===== config.mk =====
export PLATFORM = sky130hd
export DESIGN_NAME = amb_ctrl
export DESIGN_NICKNAME = d
export VERILOG_FILES = /design/src/design/amb_pkg.sv /design/src/design/amb_ctrl.sv
export SDC_FILE = /design/constraint.sdc
export NUM_CORES = 1
export LEC_CHECK = 0
export BUFFER_PORTS_ARGS = -buffer_cell sky130_fd_sc_hd__buf_4
export CORE_AREA = 2 2 39 41
export DETAILED_ROUTE_END_ITERATION = 16
export DIE_AREA = 0 0 41 43
export GPL_TIMING_DRIVEN = 0
export HOLD_SLACK_MARGIN = 0.03
export MAX_ROUTING_LAYER = met4
export PLACE_DENSITY = 0.78
export SYNTH_ARGS = -nofsm -noshare
export SYNTH_HDL_FRONTEND = slang
export SYNTH_SLANG_ARGS = --single-unit

===== constraint.sdc =====
create_clock -name clk_i -period 2.5 [get_ports clk_i]
set_clock_uncertainty 0.1 [all_clocks]
set_input_delay 0.375 -clock clk_i [delete_from_list [all_inputs] [get_ports clk_i]]
set_output_delay 0.375 -clock clk_i [all_outputs]
set_load 0.01 [all_outputs]

===== src/design/amb_pkg.sv =====
// Shared constants, codes and controller/datapath bundles for the graph search block.
package amb_pkg;

  localparam int MaxVertices = 64;
  localparam int StackDepth  = 8192;
  localparam int VtxW        = $clog2(MaxVertices);
  localparam int CntW        = VtxW + 1;
  localparam int StkAw       = $clog2(StackDepth);
  localparam int SpW         = StkAw + 1;

  typedef enum logic [1:0] {
    OP_ADD = 2'd0,
    OP_BFS = 2'd1,
    OP_DFS = 2'd2
  } op_e;

  typedef enum logic [1:0] {
    ST_OK          = 2'd0,
    ST_EDGE_RANGE  = 2'd1,
    ST_START_RANGE = 2'd2
  } status_e;

  // Controller to datapath commands
  typedef struct packed {
    logic          latch;
    logic          adj_rd_a;
    logic          adj_rd_b;
    logic          adj_wr_a;
    logic          adj_wr_b;
    logic          init;
    logic          pop;
    logic          fetch;
    logic          load_row;
    logic          scan;
    logic          finish;
    logic          reply;
    logic [1:0]    reply_status;
  } cmd_t;

  // Datapath to controller status
  typedef struct packed {
    logic [1:0] op;
    logic       a_ok;
    logic       b_ok;
    logic       out_busy;
    logic       scan_end;
    logic       empty;
  } stat_t;

endpackage


===== src/design/amb_ctrl.sv =====
// Controller state machine sequencing edge adds and traversals.
module amb_ctrl (
  input  logic            clk_i,
  input  logic            rst_ni,
  input  logic            req_valid_i,
  output logic            req_ready_o,
  input  amb_pkg::stat_t  stat_i,
  output amb_pkg::cmd_t   cmd_o
);
  import amb_pkg::*;

  typedef enum logic [3:0] {
    S_IDLE, S_DISPATCH, S_ADD_RDA, S_ADD_WRA, S_ADD_RDB, S_ADD_WRB, S_REPLY,
    S_INIT, S_POP, S_FETCH, S_ROW, S_SCAN, S_CHECK, S_FINISH
  } state_e;

  state_e     state_q, state_d;
  logic [1:0] code_q, code_d;

  always_comb begin
    state_d = state_q;
    code_d  = code_q;
    cmd_o   = '0;
    cmd_o.reply_status = code_q;
    unique case (state_q)
      S_IDLE: begin
        if (req_valid_i) begin
          cmd_o.latch = 1'b1;
          state_d     = S_DISPATCH;
        end
      end
      S_DISPATCH: begin
        priority if (stat_i.op == OP_ADD) begin
          if (stat_i.a_ok && stat_i.b_ok) begin
            state_d = S_ADD_RDA;
          end else begin
            code_d  = ST_EDGE_RANGE;
            state_d = S_REPLY;
          end
        end else if (stat_i.op == OP_BFS || stat_i.op == OP_DFS) begin
          if (stat_i.a_ok) begin
            state_d = S_INIT;
          end else begin
            code_d  = ST_START_RANGE;
            state_d = S_REPLY;
          end
        end else begin
          state_d = S_IDLE;
        end
      end
      S_ADD_RDA: begin
        cmd_o.adj_rd_a = 1'b1;
        state_d        = S_ADD_WRA;
      end
      S_ADD_WRA: begin
        cmd_o.adj_wr_a = 1'b1;
        state_d        = S_ADD_RDB;
      end
      S_ADD_RDB: begin
        cmd_o.adj_rd_b = 1'b1;
        state_d        = S_ADD_WRB;
      end
      S_ADD_WRB: begin
        cmd_o.adj_wr_b = 1'b1;
        code_d         = ST_OK;
        state_d        = S_REPLY;
      end
      S_REPLY: begin
        if (!stat_i.out_busy) begin
          cmd_o.reply = 1'b1;
          state_d     = S_IDLE;
        end
      end
      S_INIT: begin
        cmd_o.init = 1'b1;
        state_d    = S_POP;
      end
      S_POP: begin
        if (!stat_i.out_busy) begin
          cmd_o.pop = 1'b1;
          state_d   = S_FETCH;
        end
      end
      S_FETCH: begin
        cmd_o.fetch = 1'b1;
        state_d     = S_ROW;
      end
      S_ROW: begin
        cmd_o.load_row = 1'b1;
        state_d        = S_SCAN;
      end
      S_SCAN: begin
        cmd_o.scan = 1'b1;
        if (stat_i.scan_end) begin
          state_d = S_CHECK;
        end
      end
      S_CHECK: begin
        state_d = stat_i.empty ? S_FINISH : S_POP;
      end
      S_FINISH: begin
        if (!stat_i.out_busy) begin
          cmd_o.finish = 1'b1;
          state_d      = S_IDLE;
        end
      end
      default: begin
        state_d = S_IDLE;
      end
    endcase
  end

  always_ff @(posedge clk_i or negedge rst_ni) begin
    if (!rst_ni) begin
      state_q <= S_IDLE;
      code_q  <= ST_OK;
    end else begin
      state_q <= state_d;
      code_q  <= code_d;
    end
  end

  assign req_ready_o = (state_q == S_IDLE);

endmodule


Word level (Yosys, flattened, before mapping)
Index checks and enable logic that the tools add are counted. Widths: inputs -> output; s select.

Multiply operators: 0. Div/mod/pow operators: 0. Order comparisons: 0. Shift operators: 0. Add/sub/neg operators: 0. Multiplexer cells: 29. Bitwise operators: 0. Equality and inequality tests: 22. Reductions and logical operators: 8.

Operators with widths (number): $pmux 4 s13 (1); $eq 4x4->1 const B (6); $mux 4 (5); $eq 4x3->1 const B (4); $mux 1 (15); $mux 3 (3); $ne 3x3->1 const B (3); $eq 4x2->1 const B (2); $mux 2 (4); $ne 2x2->1 const B (4); $reduce_and 4->1 (2); $eq 4x1->1 const B (1); $logic_not 4->1 (1); $pmux 2 s2 (1); $eq 2x1->1 const B (1); $eq 2x2->1 const B (1); $logic_not 2->1 (1); $reduce_bool 2->1 (1); $reduce_or 2->1 (1); $logic_and 1x1->1 (1); $logic_or 1x1->1 (1).

Output and inout bits: 15. Flip-flop bits (word level): 6. Word-level logic and storage cells: 61. Bits in read-only memories: 0. Memories kept: 0. Latch bits: 0. Bits of input ports: 10. RAM bits: 0.

Depth between registers and ports, before layout
Depth in word-level cells: 5. Mapped depth: 6. Mapped depth without buffers: 6.

Worst setup path after synthesis
OpenSTA, ideal clock, no wires.

Path type: register -> output. Start: reg state_q[3]. End: out cmd_o[13] (netlist name). Data required time: 2.025 ns. Data arrival time: 1.339 ns. Stages on the path, launching flop included: 5. Buffers on the path: 2. Setup slack: 0.686 ns. Cells stage by stage: dfrtp_1 buf_2 buf_1 nor4_1 and2_1.

RTL lines: start: declaration (line amb_ctrl.sv:17) `state_e state_q, state_d;`; start signal: assignment (line amb_ctrl.sv:118) `state_q <= state_d;`; end: declaration (line amb_ctrl.sv:8) `output amb_pkg::cmd_t cmd_o`.

==> summary.txt <==
Clock tree
  • Cts repair resizes: 0
  • Clock sink count: 6
  • Post-CTS setup buffer count: 0
  • Clock root buffer: clkbuf_4
  • CTS Hold Bufs: 1
  • TritonCTS clock tree: built
  • Cts bufs inserted: 3
  • Clock insertion delay at the later pin of the skew report: 0.25 ns
  • Maximum clock path buffer count: 2
  • Clock-pin slew on the worst setup and hold paths: 0.05 ns
  • H-Tree Depth: 1

Drt
  • Drt wl/cell: 11.7 µm
  • DRC: 0
  • DR pass1 iterations: 5
  • Post-route ant nets: 0
  • Avg Vias per Cell: 5.49
  • Via count: 741
  • Iter 0 DRT Violations: 21
  • Wirelength, routed: 1580 µm

Global route
  • Antenna violations before repair: 0
  • Global-route wire length before repair: 2670 µm
  • Grt ovf: 0
  • M3 GR Usage: 1.05%
  • Vias in the first global route: 651
  • Most used routing layer in global routing: met2
  • Met1 usage: 29.0%
  • Largest net degree at the start of global routing: 11
  • GR Util All Layers: 22.1%
  • Met2 GRT Util: 33.8%

Floorplan
  • Num ports: 25
  • Core ar.: 1380 µm²
  • Die Width: 41 µm
  • FP Rows: 14
  • Starting Density: 44.3%
  • Full die area: 1760 µm²
  • Die Y: 43 µm

Synthesis
  • Synth Register Bits: 6
  • Area of the mapped netlist: 613 µm²
  • Yosys cell types: 25
  • Cells after Synth: 91
  • Async S/R FF share, synth: 100%
  • Post-synth top area share: 24.5%
  • Synth top area cells: dfrtp_1, nor2_1, nand2b_1
  • Mapped Avg Cell Area: 6.74 µm²
  • Sequential share of the synthesized area: 24.5%
  • Yosys warnings: 0
  • Post-synth net total: 104
  • Number of synthesized flops with an enable pin: 0
  • Primary FF master, synth: dfrtp_1
  • Yosys top cell by area: dfrtp_1

STA
  • Max Freq: 489 MHz
  • Finish-stage setup viols: 0
  • Crit share post-route: 81.7%
  • Setup TNS: 0 ns
  • RSZ-0062 raised after global routing: no
  • Final Critical Period: 2.04 ns
  • Worst slew pin tran: 0.423 ns
  • Hold WS: 0.363 ns
  • Final hold vios: 0
  • Fin. max-slew vios: 0
  • Max transition margin: 71.8%

Power and ir drop
  • Peak supply drop: 0.495 mV
  • Pleak: 0.407 nW
  • PD cells: 1040 nW/µm²

Worst setup path
  • WP buf/inv: 3
  • Critical-path top delay cell: clkbuf_1
  • Crit. End Element: primary output
  • Crit-path cells: buf_2 -> clkbuf_1 -> nand2_1 -> nor3_1 -> buf_4
  • Required time of the critical path: 2.03 ns
  • Crit-path max cell delay: 0.37 ns
  • Delay-heaviest family, CP: buffers and inverters
  • Startpoint types: flip-flop
  • Setup Crit Path Kind: flip-flop to primary output
  • Reg-to-reg setup timing slack: 0.84 ns
  • Crit-path max FO: 10
  • Data arrival, critical path: 1.57 ns

Layout
  • Final nets: 134
  • Layout cells sized above 1: 26.9%
  • Ant diodes: 0
  • Layout area overhead: 38.0%

Flow run
  • Maxcap violations: 0

Outcome
  • Status: finished, final reports clean

Place
  • IO Port Bufs: 24
  • Hpwl dp: 1240 µm
  • GPL Wtd Cong: 0.926

Hold path
  • Worst hold path class: primary input to async pin
[metrics by stage]
| step | total power [W] | worst slack, ns | std cells | util (%) | cell area, µm² |
|---|---|---|---|---|---|
| 3_3_place_gp | 0.000783 | 0.753 | 131 | 58.8 | 813 |
| 5_1_grt | 0.000975 | 0.310 | 135 | 61.1 | 846 |
| 2_1_floorplan | 0.000590 | 0.686 | 91 | - | 613 |
| 6_report | 0.000882 | 0.456 | 135 | 61.1 | 846 |
| 4_1_cts | 0.000885 | 0.463 | 135 | 61.1 | 846 |
| 3_5_place_dp | 0.000793 | 0.727 | 131 | 58.8 | 813 |
[cell families after synthesis]
kind of cell / count (synthesis) / synth area share (%)
compound gates: 24 / 23.5
fa+ha+maj: 3 / 6.12
buf+inv: 12 / 8.16
flops: 6 / 24.5
simple gates: 46 / 37.8
[registers in the layout, summed over array words and instances (netlist names)]
| signal | cells |
|---|---|
| state_q | 4 |
| code_q | 2 |
[worst paths after layout]
check | startpoint | endpoint | depth (start not counted)
min in group clk_i | stat_i[2] | state_q[2]$_DFFE_PN0P_ | 3
setup / recovery | state_q[2]$_DFFE_PN0P_ | cmd_o[3] | 5
hold reg to reg | code_q[0]$_DFFE_PN0P_ | code_q[0]$_DFFE_PN0P_ | 2
max in group asynchronous | rst_ni | state_q[3]$_DFFE_PN0P_ | 2
setup reg to reg | state_q[2]$_DFFE_PN0P_ | state_q[0]$_DFFE_PN0P_ | 5
hold / removal | rst_ni | state_q[2]$_DFFE_PN0P_ | 2
[cell usage after synthesis (2+ instances only)]
| master | number |
|---|---|
| nand2_1 | 9 |
| nor2b_1 | 2 |
| a211oi_1 | 2 |
| a21o_1 | 2 |
| nor3_1 | 5 |
| inv_1 | 5 |
| clkbuf_1 | 2 |
| nor2_1 | 13 |
| nor4_1 | 6 |
| o21ai_0 | 5 |
| a21oi_1 | 8 |
| buf_2 | 4 |
| ha_1 | 3 |
| dfrtp_1 | 6 |
| o22ai_1 | 3 |
| nand2b_1 | 7 |
[layer usage]
metal,part of all wire [%],vias up
li1,-,376
met1,43,336
met2,50,27
met3,5.6,2
met4,1.3,0
met5,0,-
[where the power goes]
| group | switching [W] | leakage, nW | internal, W |
|---|---|---|---|
| clock | 0.0000350 | 0.0138 | 0.0000543 |
| combinational | 0.000354 | 0.322 | 0.000266 |
| sequential | 0.0000307 | 0.0718 | 0.000142 |
[worst register-to-register path: cells and delay by family, from the launching register on]
family | cells | cell delay (ns)
flip-flops | 1 | 0.36
buffers and inverters | 2 | 0.59
AO/OA/AOI/OAI | 3 | 0.48
[layout by cell type (no fill, tap or decap), types with 3 or more instances in the layout]
| cell type | instances |
|---|---|
| buf_2 | 4 |
| ha_1 | 3 |
| nand2_1 | 9 |
| nand2b_1 | 7 |
| o22ai_1 | 3 |
| o21ai_0 | 5 |
| inv_1 | 5 |
| nor3_1 | 5 |
| a21oi_1 | 8 |
| dfrtp_1 | 6 |
| clkbuf_4 | 3 |
| nor2_1 | 13 |
| nor4_1 | 6 |
| buf_4 | 24 |
[cell type report]
class / instances / area, µm²
inverters: 5 / 18.8
multi-input cells: 73 / 413
clock buffers: 3 / 22.5
fillers: 148 / 538
plain buffers: 7 / 31.3
repair buffers: 25 / 190
flip-flops and latches: 6 / 150
well taps: 16 / 20.0
Power figures use the tool's default switching activity.
